===== config.mk =====
export PLATFORM = sky130hd
export DESIGN_NAME = cbad_ram
export DESIGN_NICKNAME = d
export VERILOG_FILES = /design/src/cbad_ram.sv
export SDC_FILE = /design/constraint.sdc
export NUM_CORES = 2
export LEC_CHECK = 0
export ABC_AREA = 1
export BUFFER_PORTS_ARGS = -buffer_cell sky130_fd_sc_hd__buf_2
export CAP_MARGIN = 20
export CORE_AREA = 2 2 496 498
export CTS_CLUSTER_DIAMETER = 30
export DETAILED_ROUTE_END_ITERATION = 6
export DIE_AREA = 0 0 498 500
export GPL_TIMING_DRIVEN = 0
export SYNTH_ARGS = -nofsm -noshare
export SYNTH_HDL_FRONTEND = slang
export SYNTH_SLANG_ARGS = --single-unit
export TNS_END_PERCENT = 1

===== constraint.sdc =====
create_clock -name clock -period 2.6 [get_ports clock]
set_clock_uncertainty 0.05 [all_clocks]
set_input_delay 0.52 -clock clock [delete_from_list [all_inputs] [get_ports clock]]
set_output_delay 0.52 -clock clock [all_outputs]
set_load 0.005 [all_outputs]

===== src/cbad_ram.sv =====
// Generic single-port synchronous RAM with a registered read.
module cbad_ram #(
   parameter int WIDTH = 8,
   parameter int DEPTH = 256
) (
   input  logic                     clock,
   input  logic                     en,
   input  logic                     we,
   input  logic [$clog2(DEPTH)-1:0] addr,
   input  logic [WIDTH-1:0]         wdata,
   output logic [WIDTH-1:0]         rdata
);

   logic [WIDTH-1:0] mem_ff [DEPTH];
   logic [WIDTH-1:0] rdata_ff;

   // Write on enable with write strobe; otherwise a read updates the output register.
   always_ff @(posedge clock) begin
      if (en) begin
         if (we) begin
            mem_ff[addr] <= wdata;
         end else begin
            rdata_ff <= mem_ff[addr];
         end
      end
   end

   assign rdata = rdata_ff;

endmodule


## Yosys cells after proc, flatten, opt, wreduce, memory -nomap -nowiden

Memories as Yosys holds them, arrays and structs flattened. A register that Yosys moved wholly into a read port is not among the register bits.
Index checks and enable logic that the tools add are counted.

| word-level totals | value |
|---|---|
| flip-flop bits (word level) | 0 |
| memory bits (writable) | 2,048 |
| input port bits | 19 |
| output and inout port bits | 8 |
| word-level logic and storage cells | 6 |
| memories kept | 1 |

| cells by class | value |
|---|---|
| mux-type cells | 3 |
| bitwise operators | 1 |
| reduce and logical (&&, ||, !) cells | 1 |

Memory list:

| name | depth | bits a word | rd ports | clocked after memory_dff | write ports | RTL line | text |
|---|---|---|---|---|---|---|---|
| mem_ff | 256 | 8 | 1 | 1 | 1 | 14 | `logic [WIDTH-1:0] mem_ff [DEPTH];` |

Operator list:

| cell | count |
|---|---|
| 2-to-1 mux 1 bit | 3 |
| AND reduction 2 bit | 1 |
| NOT 1 bit | 1 |

## Longest topological paths before layout

| depth | value |
|---|---|
| depth in word-level cells | 3 |
| mapped depth | 17 |
| depth with buffers taken out | 13 |

## Least setup slack after synthesis

Ideal clock, no wire load.

| timing | value |
|---|---|
| path kind | input-to-reg |
| from | in addr[0] |
| to | mem mem_ff[97][0] (enable) |
| library setup time | 0.370 ns |
| arrival | 2.075 ns |
| data required time | 2.180 ns |
| slack | 0.105 ns |
| stages | 7 |
| path buffers | 5 |
| path through | buf_2 -> buf_4 -> buf_4 -> clkbuf_1 -> nand4_1 -> clkbuf_1 -> nor2_1 |

RTL lines:

| element | RTL line | text |
|---|---|---|
| start, declared | 9 | `input logic [$clog2(DEPTH)-1:0] addr,` |
| end, declared | 14 |  |

No word-level cell before the write port.

## Worst setup path in the final report

| timing | value |
|---|---|
| from | in addr[1] |
| to | mem mem_ff[198][0] (enable) |

No word-level cell before the write port.

==> flow_metrics.py <==
metrics = {
    "clocking": {
        "cts_htree_levels": 5,
        "cts_made_buffers": 379,
        "clk_latency_ns": 0.99,
        "cts_tree": "built",
        "clockBufferDepth": 4,
        "cts_root_buffer": "clkbuf_16",
        "clock-sinks": 2056,
        "cts.clk_slew.worst_paths_ns": 0.05,
    },
    "drt": {
        "dr.pass1.iters": 6,
        "num_vias": 59700,
        "wl_per_cell_um": 22.9,
        "drtIter0Drc": 7083,
        "drc": 0,
        "finalWirelength_mm": 273,
        "ant_nets": 0,
        "vias_per_cell": 5.01,
    },
    "place": {
        "hpwl_mm": 184,
        "gp_congestion": 1.07,
        "placed_cells": 11200,
        "io_buffers": 24,
        "placed_area_um2": 89800,
    },
    "sta": {
        "hold_viol": 0,
        "slew_headroom_pct": 13.1,
        "holdWs_ns": 0.447,
        "slew_viol_final": 0,
        "setup-tns-final_ns": -16.57,
        "max_freq_ghz": 0.358,
        "worst_slack_ns": -0.192,
        "tightest_slew_ns": 1.30,
        "finalCritPeriodShare_pct": 107,
        "setup_violations": 352,
        "period_needed_ns": 2.79,
        "rsz0062_at_grt": "true",
    },
    "outcome": {
        "violations": "negative setup slack",
        "status": "finished with violations",
    },
    "floorplan": {
        "start_util_pct": 34.7,
        "rows": 182,
        "pin_count": 27,
        "fp.dieArea_um2": 249000,
        "core-area_um2": 244000,
        "die_w_um": 498,
        "die_h_um": 500,
    },
    "critical_path": {
        "path_class": "in2reg",
        "crit_chain": "buf_4 > inv_2 > nor2_2 > buf_4 > buf_2 > nand3_1 > clkbuf_4 > nor2_2",
        "cp-start-kind": "input port",
        "critPathTopFamily": "buffers and inverters",
        "critPathCaptureType": "register",
        "crit_slowest_cell": "clkbuf_4",
        "crit_fanout": 10,
        "cp.required_ns": 3.18,
        "slowest_delay_ns": 0.52,
        "crit_buf_inv": 5,
        "arrival_ns": 3.37,
    },
    "layout": {
        "layout.nets": 8438,
        "final_cell_count_no_fill": 11900,
        "drive_gt1_share_pct": 13.5,
        "area_growth_pct": 22.2,
        "fin_area_um2": 104000,
        "num-fill-cells": 22500,
    },
    "power": {
        "p_leak_nw": 40.6,
        "power_frac_comb_pct": 5.2,
        "switching_power_mw": 20.2,
        "power.share.clock_pct": 53.6,
        "p_int_mw": 68.8,
        "pwr_density_cell_nw_per_um2": 859,
        "peakVddDrop_uv": 749,
        "power_frac_seq_pct": 41.1,
        "switching_share_pct": 22.7,
    },
    "yosys": {
        "synth_common_cells": "nand2_1, edfxtp_1, nor2_1",
        "async_flop_share_pct": 0,
        "synth_fp_nets": 7979,
        "ys_warn_count": 0,
        "synthCells": 7960,
        "synth_cell_types": 14,
        "netlist_top_cells_area": "edfxtp_1, nand2_1, nor2_1, nand3_1, buf_2",
        "ys_ff_latch": 2056,
        "synth.most_common_cell": "nand2_1",
        "synth_top_area_share_pct": 72.8,
        "synth_top_cell_by_area": "edfxtp_1",
        "ys_seq_area_share_pct": 72.8,
        "synth_enable_flop_cells": 2056,
        "netlist_area_um2": 84800,
        "avgSynthCellArea_um2": 10.7,
        "synth-main-ff-cell": "edfxtp_1",
    },
    "global_routing": {
        "antenna_found_initial": 13,
        "grt_pass1_vias": 57800,
        "grt_max_degree": 120,
        "grt-ovfl-total": 0,
        "grt_pass1_wl_mm": 388,
        "grt_use_total_pct": 21.5,
    },
    "min_path": {
        "hold_path_class": "in2reg",
    },
    "flow_run": {
        "maxCapViolCount": 0,
    },
}
## final timing paths
check	depth (start not counted)	endpoint	start	slack, ns
min	5	rdata[0]	addr[7]	0.45
max reg2reg	12	rdata[2]	mem_ff[220][2]	0.12
min reg2reg	10	rdata[1]	mem_ff[106][1]	1.16
max	8	mem_ff[198][0]	addr[1]	-0.19
## layout make-up
class                           instances  area [µm²]  area share (%)
Buffer                                422        2100            2.02
Timing Repair Buffer                   80        1160            1.12
Tap cell                             3220        4030            3.89
Inverter                               16        60.1          0.0580
Multi-Input combinational cell       5464       22100            21.3
Clock inverter                        250        2700            2.61
Antenna cell                            8        20.0          0.0193
Sequential cell                      2056       61700            59.6
Clock buffer                          418        9740            9.40
## registers in the layout, indices dropped and copies added (netlist names)
register	cells
rdata	8
mem_ff	2048
## placed cells by master, fill, tap and decap left out, drive strengths merged
cell,instances
clkbuf,589
buf,320
o21ai,128
nand3,256
bufinv,43
nand2,4695
nor2,345
diode,8
clkinv,121
nand4,40
dlygate4sd3,10
clkinvlp,50
inv,52
edfxtp,2056
clkdlybuf4s15,1
## worst reg2reg max path: cells and delay by family, from the launching register on
kind,cells,cell delay [ns]
AO/OA/AOI/OAI,1,0.40
flip-flops,1,0.36
AND/OR/NAND/NOR,11,1.35
## per-layer routing
metal  global-route usage, %  routed length [µm]
met3                    5.34               26900
met4                    12.0               15200
met5                       0                  11
met2                    33.1              123000
met1                    27.7              108000
## power by group through the flow
| stage | sequential, mW | clock (mW) | combinational, mW |
|---|---|---|---|
| final | 36.6 | 47.7 | 4.67 |
| after global routing | 36.6 | 49.7 | 4.95 |
| after CTS | 36.6 | 48.1 | 4.51 |
| after detailed placement | 37.2 | 0 | 4.42 |
| after global placement | 37.4 | 0 | 4.26 |
| after floorplan | 37.2 | 0 | 2.07 |
## timing repair
item	4_1_cts	5_1_grt
gates resized for setup	285	106
buffers inserted	9	0
pin swaps	7	0
endpoints found under the setup margin	1965	694
endpoints found under the hold margin	286	0
hold buffers	10	0
## metrics by stage
| step | util [%] | setup WS, ns | total power, mW |
|---|---|---|---|
| after CTS | 42.3 | -0.124 | 89.2 |
| after global routing | 42.4 | -0.121 | 91.2 |
| after global placement | 36.4 | -3.59 | 41.7 |
| after floorplan | - | 0.105 | 39.3 |
| final | 42.4 | -0.192 | 89.0 |
| after detailed placement | 36.8 | -2.38 | 41.6 |
## cells by family after synthesis
group / count (synthesis) / share of synthesized area [%]
DFF: 2056 / 72.8
buffers and inverters: 440 / 2.36
AOI/OAI and AO/OA: 128 / 0.755
and+or+nand+nor: 5336 / 24.1
No activity file was read; power rests on OpenSTA's default activity.
