--- src/cbad_pkg.sv ---
// Shared types, target codes and address map constants for the console bus address decoder.
package cbad_pkg;

   // Target codes carried in the result word.
   localparam logic [4:0] T_LOCAL    = 5'd0;
   localparam logic [4:0] T_BOOT     = 5'd1;
   localparam logic [4:0] T_CART     = 5'd2;
   localparam logic [4:0] T_UNUSABLE = 5'd3;
   localparam logic [4:0] T_AUDIO    = 5'd4;
   localparam logic [4:0] T_JOYPAD   = 5'd5;
   localparam logic [4:0] T_SDATA    = 5'd6;
   localparam logic [4:0] T_SCTL     = 5'd7;
   localparam logic [4:0] T_DIV      = 5'd8;
   localparam logic [4:0] T_COUNTER  = 5'd9;
   localparam logic [4:0] T_MODULO   = 5'd10;
   localparam logic [4:0] T_TCTL     = 5'd11;
   localparam logic [4:0] T_IFLAG    = 5'd12;
   localparam logic [4:0] T_VIDEO    = 5'd13;
   localparam logic [4:0] T_DMA      = 5'd14;
   localparam logic [4:0] T_IENABLE  = 5'd15;
   localparam logic [4:0] T_IGNORED  = 5'd16;
   localparam logic [4:0] T_ERROR    = 5'd17;

   // Access kinds.
   localparam logic KIND_READ  = 1'b0;
   localparam logic KIND_WRITE = 1'b1;

   // Which local memory an access uses.
   localparam logic [1:0] RAM_NONE = 2'd0;
   localparam logic [1:0] RAM_MAIN = 2'd1;
   localparam logic [1:0] RAM_AUX  = 2'd2;

   // Main memory holds video RAM (lower half) and work RAM (upper half).
   localparam int MAIN_DEPTH = 16384;
   localparam int MAIN_AW    = $clog2(MAIN_DEPTH);
   // Aux memory holds sprite attribute RAM (160 bytes) then high RAM (127 bytes).
   localparam int SPRITE_DEPTH = 160;
   localparam int HIGH_DEPTH   = 127;
   localparam int AUX_DEPTH    = SPRITE_DEPTH + HIGH_DEPTH;
   localparam int AUX_AW       = $clog2(AUX_DEPTH);
   localparam logic [AUX_AW-1:0] AUX_HIGH_BASE = AUX_AW'(SPRITE_DEPTH);

   // Address map boundaries.
   localparam logic [15:0] ADDR_BOOT_END   = 16'h00FF;
   localparam logic [15:0] ADDR_CART_END   = 16'h7FFF;
   localparam logic [15:0] ADDR_VRAM_END   = 16'h9FFF;
   localparam logic [15:0] ADDR_XRAM_END   = 16'hBFFF;
   localparam logic [15:0] ADDR_WRAM_END   = 16'hDFFF;
   localparam logic [15:0] ADDR_ECHO_END   = 16'hFDFF;
   localparam logic [15:0] ADDR_OAM_END    = 16'hFE9F;
   localparam logic [15:0] ADDR_UNUSED_END = 16'hFEFF;
   localparam logic [15:0] ADDR_IO_END     = 16'hFF7F;
   localparam logic [15:0] ADDR_HRAM_END   = 16'hFFFE;

   // IO registers with special handling.
   localparam logic [15:0] IO_JOYPAD  = 16'hFF00;
   localparam logic [15:0] IO_SDATA   = 16'hFF01;
   localparam logic [15:0] IO_SCTL    = 16'hFF02;
   localparam logic [15:0] IO_DIV     = 16'hFF04;
   localparam logic [15:0] IO_COUNTER = 16'hFF05;
   localparam logic [15:0] IO_MODULO  = 16'hFF06;
   localparam logic [15:0] IO_TCTL    = 16'hFF07;
   localparam logic [15:0] IO_IFLAG   = 16'hFF0F;
   localparam logic [15:0] IO_AUDIO_LO = 16'hFF10;
   localparam logic [15:0] IO_AUDIO_HI = 16'hFF3F;
   localparam logic [15:0] IO_LCDC    = 16'hFF40;
   localparam logic [15:0] IO_STAT    = 16'hFF41;
   localparam logic [15:0] IO_SCY     = 16'hFF42;
   localparam logic [15:0] IO_SCX     = 16'hFF43;
   localparam logic [15:0] IO_LINE    = 16'hFF44;
   localparam logic [15:0] IO_LYC     = 16'hFF45;
   localparam logic [15:0] IO_DMA     = 16'hFF46;
   localparam logic [15:0] IO_BGP     = 16'hFF47;
   localparam logic [15:0] IO_OBP0    = 16'hFF48;
   localparam logic [15:0] IO_OBP1    = 16'hFF49;
   localparam logic [15:0] IO_WY      = 16'hFF4A;
   localparam logic [15:0] IO_WX      = 16'hFF4B;
   localparam logic [15:0] IO_SPEED   = 16'hFF4D;
   localparam logic [15:0] IO_BOOT_OFF = 16'hFF50;
   localparam logic [15:0] IO_UNUSED  = 16'hFF7F;

   // Boot ROM is hidden once the disable byte holds this value.
   localparam logic [7:0] BOOT_DISABLED = 8'h01;
   localparam logic [7:0] BYTE_ONES     = 8'hFF;

   // Input word.
   typedef struct packed {
      logic        kind;
      logic [15:0] bus_address;
      logic [7:0]  write_data;
   } req_type;

   // Result word.
   typedef struct packed {
      logic [4:0]  target;
      logic [15:0] local_address;
      logic [7:0]  forward_data;
      logic [7:0]  read_data;
   } rsp_type;

   // Decoder output: the result word with an immediate read byte, plus memory controls.
   typedef struct packed {
      rsp_type            rsp;
      logic [1:0]         ram_sel;
      logic [MAIN_AW-1:0] main_addr;
      logic [AUX_AW-1:0]  aux_addr;
      logic               boot_wr;
   } dec_type;

endpackage

--- src/cbad_decode.sv ---
// Address map decode of one bus access into a target, local address and memory controls.
module cbad_decode
   import cbad_pkg::*;
(
   input  req_type    req,
   input  logic [7:0] boot_byte,
   output dec_type    dec
);

   logic        wr;
   logic [15:0] a;

   assign wr = (req.kind == KIND_WRITE);
   assign a  = req.bus_address;

   always_comb begin
      logic [4:0] tgt;
      logic [7:0] rd;
      logic [7:0] fwd;

      tgt = T_ERROR;
      rd  = 8'h00;
      dec = '0;

      // Region decode.
      if (a <= ADDR_CART_END) begin
         if (!wr && a <= ADDR_BOOT_END && boot_byte != BOOT_DISABLED) begin
            tgt = T_BOOT;
         end else begin
            tgt = T_CART;
         end
      end else if (a <= ADDR_VRAM_END) begin
         tgt = T_LOCAL;
         dec.ram_sel   = RAM_MAIN;
         dec.main_addr = {1'b0, a[12:0]};
      end else if (a <= ADDR_XRAM_END) begin
         tgt = T_CART;
      end else if (a <= ADDR_ECHO_END) begin
         // Work RAM and its echo both land on the low 13 address bits.
         tgt = T_LOCAL;
         dec.ram_sel   = RAM_MAIN;
         dec.main_addr = {1'b1, a[12:0]};
      end else if (a <= ADDR_OAM_END) begin
         tgt = T_LOCAL;
         dec.ram_sel  = RAM_AUX;
         dec.aux_addr = {1'b0, a[7:0]};
      end else if (a <= ADDR_UNUSED_END) begin
         tgt = T_UNUSABLE;
         rd  = BYTE_ONES;
      end else if (a <= ADDR_IO_END) begin
         if (a >= IO_AUDIO_LO && a <= IO_AUDIO_HI) begin
            tgt = T_AUDIO;
         end else begin
            unique case (a) inside
               IO_JOYPAD:  tgt = T_JOYPAD;
               IO_SDATA:   tgt = T_SDATA;
               IO_SCTL: begin
                  tgt = T_SCTL;
                  rd  = BYTE_ONES;
               end
               IO_DIV:     tgt = T_DIV;
               IO_COUNTER: tgt = T_COUNTER;
               IO_MODULO:  tgt = T_MODULO;
               IO_TCTL:    tgt = T_TCTL;
               IO_IFLAG:   tgt = T_IFLAG;
               IO_LCDC, IO_STAT, IO_SCY, IO_SCX, IO_LINE, IO_LYC,
               IO_BGP, IO_OBP0, IO_OBP1, IO_WY, IO_WX:
                  tgt = T_VIDEO;
               IO_DMA:     tgt = wr ? T_DMA : T_ERROR;
               IO_SPEED:   tgt = wr ? T_IGNORED : T_LOCAL;
               IO_BOOT_OFF: begin
                  tgt = T_LOCAL;
                  rd  = boot_byte;
                  dec.boot_wr = wr;
               end
               IO_UNUSED:  tgt = wr ? T_IGNORED : T_ERROR;
               default:    tgt = T_ERROR;
            endcase
         end
      end else if (a <= ADDR_HRAM_END) begin
         tgt = T_LOCAL;
         dec.ram_sel  = RAM_AUX;
         dec.aux_addr = AUX_HIGH_BASE + {2'b00, a[6:0]};
      end else begin
         tgt = T_IENABLE;
      end

      // Forward the write byte to external targets; the line register gets zero.
      fwd = 8'h00;
      if (wr && tgt != T_LOCAL && tgt != T_UNUSABLE && tgt != T_IGNORED &&
          tgt != T_ERROR && a != IO_LINE) begin
         fwd = req.write_data;
      end

      dec.rsp.target        = tgt;
      dec.rsp.local_address = (tgt == T_LOCAL) ? 16'h0000 : a;
      dec.rsp.forward_data  = fwd;
      dec.rsp.read_data     = wr ? 8'h00 : rd;
      // Writes need no memory data on the result side.
      if (wr && dec.ram_sel != RAM_NONE) begin
         dec.rsp.read_data = 8'h00;
      end
   end

endmodule

--- config.mk ---
export PLATFORM = sky130hd
export DESIGN_NAME = cbad_decode
export DESIGN_NICKNAME = d
export VERILOG_FILES = /design/src/cbad_pkg.sv /design/src/cbad_decode.sv
export SDC_FILE = /design/constraint.sdc
export NUM_CORES = 1
export LEC_CHECK = 0
export CAP_MARGIN = 20
export CORE_ASPECT_RATIO = 0.7
export CORE_MARGIN = 2
export CORE_UTILIZATION = 40
export DETAILED_ROUTE_END_ITERATION = 16
export DONT_BUFFER_PORTS = 1
export PLACE_DENSITY_LB_ADDON = 0.3
export SETUP_SLACK_MARGIN = 0.1
export SYNTH_ARGS = -nofsm -noshare
export SYNTH_HDL_FRONTEND = slang
export SYNTH_SLANG_ARGS = --single-unit
--- constraint.sdc ---
create_clock -name vclk -period 4.25
set_clock_uncertainty 0.05 [all_clocks]
set_input_delay 0.2125 -clock vclk [all_inputs]
set_output_delay 0.2125 -clock vclk [all_outputs]
set_load 0.05 [all_outputs]
# Word level (Yosys, flattened, before mapping)
# Cells that the tools add are included.
# totals
input_bits,33
ff_bits,0
# classes
eq_ne,28
addsub,1
n_reduce_logical,14
n_mux,46
order_cmp,11
# ops
op,count
"equality test 16 bit, second input constant",23
"less-or-equal comparator 16 bit, second input constant",8
two-way mux 8 bit,11
case mux 5 bit (13 select lines),1
two-way mux 26 bit,2
two-way mux 5 bit,10
two-way mux 16 bit,2
two-way mux 10 bit,3
two-way mux 9 bit,3
"greater-or-equal comparator 16 bit, second input constant",1
"less-or-equal comparator 16 x 15 -> 1 bit, second input constant",1
"less-or-equal comparator 16 x 8 -> 1 bit, second input constant",1
"!= test 16 bit, second input constant",1
case mux 8 bit (2 select lines),1
two-way mux 14 bit,1
two-way mux 2 bit,6
OR reduction 11 bit,1
"!= test 5 bit, second input constant",2
"adder 8 x 7 -> 9 bit, first input constant",1
logical AND 1 bit,9
"!= test 8 x 1 -> 1 bit, second input constant",1
logical NOT 5 bit,1
two-way mux 1 bit,5
"!= test 5 x 2 -> 1 bit, second input constant",1
4 further kinds,4

# Longest topological paths before layout
# Gate-level depths: netlist (run 1).
# logic_depth
depth_word,18
ltp_mapped,9

# Least setup slack after synthesis (run 1)
# OpenSTA, ideal clock, no wires.
# synth_timing
path_kind,input to output
startpoint,in req[10] (netlist name)
endpoint,out dec[49] (netlist name)
t_required_ps,3988
setup_slack_ps,1285
cell_stages,9
t_arrival_ps,2702
cell_sequence,buf_2 and4_1 nor3b_1 a211oi_1 a211o_1 inv_1 a211oi_4 buf_6 a21oi_1
# synth_lines
item,line,source
from (decl),cbad_decode.sv:5,"input req_type req,"
to (decl),cbad_decode.sv:7,output dec_type dec

==> impl_metrics.yaml, run 1 <==
yosys:
  yosysWarningCount: 0
  synth_top_cell_by_area: "a21boi_1"
  synth_top_area_frac: 0.1314
  yosysUniqueCellTypes: 52
  synth_commonest_cells: "22 x and2_1, 21 x a21boi_1, 21 x a21oi_1"
  synth.most_common_cell: "and2_1"
  synthCells: 184
  synthTopCellsByArea: "a21boi_1 13%, and2_1 11%, a21oi_1 8.8%, nand2_1 6.3%, a211oi_4 3.3%"
  synth_fp_nets: 218
  ys_seq_area_frac: 0
  synth_area_um2: 1200
  avgSynthCellArea_um2: 6.521
cells_and_area:
  area_growth_pct: 15.22
  num-nets-final: 232
  seq_cells: 0
  drive_gt1_frac: 0.1990
  layoutNonFillerInstCount: 232
  antenna_cells: 0
  clock_buffers: 0
  final_util: 0.4898
  regArea_um2: 0
  finish.instance_area_um2: 1383
run_status:
  status: "completed"
sta:
  slew_headroom: 0.2704
  fin_setup_tns_ns: 0
  setup_viol: 0
  fmax_mhz: 350.1
  holdWs_ns: 0.6271
  tightest_slew_ns: 1.098
  finalMaxSlewViolations: 0
  rsz0062_at_grt: "false"
  post-route-min-period_ns: 2.856
  finalHoldViolCount: 0
  fin_crit_sh: 0.6720
min_path:
  min_from: "req[23]"
  hold_path_depth: 2
  min_path_type: "primary input to output pin"
run:
  drv_cap: 0
grt:
  grt_pass1_wl_mm: 6.886
  grt-ovfl-total: 0
  antenna_found_initial: 0
  grt_pass1_vias: 1349
  grt_max_degree: 19
  gr-usage-all-layers: 0.2376
die:
  start_util: 0.4251
  ios: 96
  coreArea_um2: 2823
  dieArea_um2: 3461
  die_w_um: 69.46
  dieHeight_um: 49.83
  num_rows: 16
detailed_routing:
  drt_iter0_drc: 114
  drc_errors: 0
  routed_wl_mm: 4.325
  ant_nets: 0
  vias: 1523
  wl_per_cell_um: 18.64
  firstDrtPassIters: 5
  viasPerCell: 6.565
critical_path:
  critPathCaptureType: "output pin"
  path_class: "primary input to output pin"
  crit_path_start: "req[11]"
  crit_path_max_fanout: 16
  worst_setup_path_start_kind: "primary input"
  worst_ep_arrival_time_ns: 2.59
  worstPathRequired_ns: 3.99
pwr:
  combPwrFrac: 1.000
  clockPowerShare: 0
  switching_share: 0.7223
  switchingPower_mw: 0.1225
  p_int_mw: 0.04710
  ir_drop_uv: 47.44
  powerDensity_nw_per_um2: 122.7
  p_seq_frac: 0
  p_leak_nw: 0.5555
place:
  hpwlAfterDp_mm: 3.401
  port_buffers: 0
  gp_congestion: 1.079
  dp.cells: 232
  place_area_um2: 1383
cts:
  ctsResizeCount: 0
  post_cts_buffers: 0
  postCtsHoldBufs: 0
==> cells in the final DEF (no fill, tap or decap), drive strengths merged, types with 3 or more instances in the layout <==
cell / count
a21boi: 21
o21ai: 5
inv: 6
nand2: 20
nor3b: 3
a211oi: 6
and4: 4
nor3: 6
nand4: 3
buf: 25
and2: 22
nand3: 3
a21oi: 21
nor4b: 3
nand2b: 3
or3: 5
nor2: 10
==> metal layers <==
layer | wire, µm | vias up | global-route usage
li1 | - | 706 | -
met1 | 1804 | 702 | 0.3272
met2 | 1986 | 109 | 0.4022
met3 | 503 | 6 | 0.04908
met4 | 29 | 0 | 0.01307
met5 | 0 | - | 0
==> metrics by stage <==
step                total power [mW]  setup slack (ns)
global placement              0.1670             1.518
floorplan                     0.1461             1.285
global route                  0.1776             1.248
CTS                           0.1696             1.426
finish                        0.1696             1.394
detailed placement            0.1694             1.427
==> power groups by stage <==
stage | clock [mW] | sequential [mW] | combinational [mW]
6_report | 0 | 0 | 0.170
5_1_grt | 0 | 0 | 0.178
4_1_cts | 0 | 0 | 0.170
3_5_place_dp | 0 | 0 | 0.169
3_3_place_gp | 0 | 0 | 0.167
2_1_floorplan | 0 | 0 | 0.146
==> path summary, 6_finish.rpt <==
check	to
max	dec[42]
min	dec[17]
==> cell families (layout without fill, tap and decap cells) <==
group                    count (synthesis)  after routing  synth area share
AO/OA/AOI/OAI                           66             66            0.4004
multiplexers                             1              1          0.008342
XOR/XNOR                                 3              3           0.02190
adder cells (fa/ha/maj)                  1              1           0.01043
buffers and inverters                   19             31           0.06881
AND/OR/NAND/NOR                         94             94            0.4901
==> critical path, stage by stage <==
cell	delay [ns]
or3_4	0.40
nor4b_4	0.28
nor3b_4	0.44
o311ai_1	0.22
a211oi_4	0.62
a21boi_1	0.18
buf_4	0.24
==> area by class of cell <==
| class | instances | area, µm² |
|---|---|---|
| Inverter | 6 | 22.52 |
| Timing Repair Buffer | 25 | 187.7 |
| Multi-Input combinational cell | 165 | 1127 |
| Tap cell | 36 | 45.04 |
| Fill cell | 282 | 1440 |
No activity file was read; power rests on OpenSTA's default activity.
==> inputs of run 2 (changes only) <==
==> constraint.sdc (replaced) <==
create_clock -name vclk -period 2.4
set_clock_uncertainty 0.05 [all_clocks]
set_input_delay 0.12 -clock vclk [all_inputs]
set_output_delay 0.12 -clock vclk [all_outputs]
set_load 0.05 [all_outputs]
==> impl_metrics.yaml, run 2 (synthesis gave the netlist of run 1 again) <==
run_status:
  status: "completed"
critical_path:
  path_class: "primary input to output pin"
  crit_path_max_fanout: 14
  worstPathRequired_ns: 2.23
  worst_ep_arrival_time_ns: 2.18
  critPathCaptureType: "output pin"
  worst_setup_path_start_kind: "primary input"
grt:
  gr-usage-all-layers: 0.3227
  gr-usage-met3: 0.06953
  grt_pass1_vias: 1733
  grt_use_met1: 0.4223
  grt_pass1_wl_mm: 9.018
  grt_max_degree: 19
  grt_busiest_layer: "met2"
  grt-ovfl-total: 0
  antenna_found_initial: 0
  grt_use_met2: 0.5256
detailed_routing:
  viasPerCell: 6.473
  firstDrtPassIters: 5
  drt_iter0_drc: 166
  wl_per_cell_um: 20.37
  drc_errors: 0
  routed_wl_mm: 5.723
  vias: 1819
  ant_nets: 0
sta:
  finalHoldViolCount: 0
  setup_viol: 0
  tightest_slew_ns: 0.6411
  post-route-min-period_ns: 2.352
  rsz0062_at_grt: "true"
  fin_crit_sh: 0.9802
  fmax_mhz: 425.1
  holdWs_ns: 0.4127
  finalMaxSlewViolations: 0
  slew_headroom: 0.5726
die:
  start_util: 0.4251
  dieArea_um2: 3461
  num_rows: 16
  coreArea_um2: 2823
  die_w_um: 69.46
  dieHeight_um: 49.83
  ios: 96
cells_and_area:
  area_growth_pct: 79.04
  seq_cells: 0
  num-nets-final: 281
  n_fill_cell: 193
  most-common-layout-cells: "63 x buf_4, 22 x and2_1, 20 x nand2_1"
  antenna_cells: 0
  regArea_um2: 0
  layout_commonest_cell: "buf_4"
  finish.instance_area_um2: 2148
  clock_buffers: 0
  drive_gt1_frac: 0.4816
pwr:
  p_leak_nw: 0.9457
  ir_drop_uv: 93.68
  powerDensity_nw_per_um2: 188.9
place:
  place_area_um2: 2097
  gp_congestion: 1.030
  port_buffers: 0
  hpwlAfterDp_mm: 4.496
min_path:
  holdPathEnd: "dec[23]"
  min_from: "req[21]"
  min_path_type: "primary input to output pin"
  hold_path_depth: 2
cts:
  postCtsHoldBufs: 0
run:
  drv_cap: 0
run 2: cell count changes in the layout (fill, tap and decap cells not counted), sizes merged:
cell,before,now
buf,25,74
run 2: critical path: stages:
cell	delay (ns)
or3_4	0.39
nor4b_4	0.24
nor3b_4	0.30
o311ai_1	0.16
buf_4	0.17
a211oi_4	0.28
buf_12	0.23
a21oi_4	0.07
buf_4	0.20
run 2: worst max-delay path by stage:
stage,start,endpoint,slack (ns),cells past startpoint
final,req[11],dec[49],0.05,9
after detailed placement,req[11],dec[41],0.05,7
after global routing,req[11],dec[44],-0.003,9
after floorplan,req[16],dec[34],-0.05,7
after global placement,req[11],dec[41],0.13,7
after CTS,req[11],dec[49],0.11,9
run 2: layer usage:
metal | part of all wire | vias up | routed length, µm
met5 | 0 | - | 0
met3 | 0.12 | 23 | 703
met4 | 0.036 | 0 | 208
li1 | - | 810 | -
met1 | 0.38 | 822 | 2197
met2 | 0.46 | 164 | 2613
run 2: repair_timing:
action / 4_1_cts / 5_1_grt
pin swaps: 1 / 1
setup buffers: 4 / 2
resized for setup: 0 / 2
setup endpoints to repair: 22 / 24
run 2: power breakdown:
group	internal, mW	total [mW]	switching, mW
combinational	0.157	0.406	0.249
sequential	0	0	0
clock	0	0	0
total	0.157	0.406	0.249
run 2: through the flow:
step / setup slack (ns) / total power, mW / instances / utilization / TNS, ns
floorplan: -0.04871 / 0.3131 / 184 / - / -0.3814
global placement: 0.1312 / 0.3932 / 275 / 0.7429 / 0
detailed placement: 0.04556 / 0.3996 / 275 / 0.7429 / 0
CTS: 0.1059 / 0.4039 / 279 / 0.7535 / 0
global route: -0.002674 / 0.4211 / 281 / 0.7611 / -0.002872
finish: 0.04754 / 0.4059 / 281 / 0.7611 / 0
run 2: cell type report:
type,instances,area (µm²),share of cell area
repair buffers,74,684.4,0.3186
inverters,6,22.52,0.01048
multi-input cells,165,1396,0.6500
well taps,36,45.04,0.02097
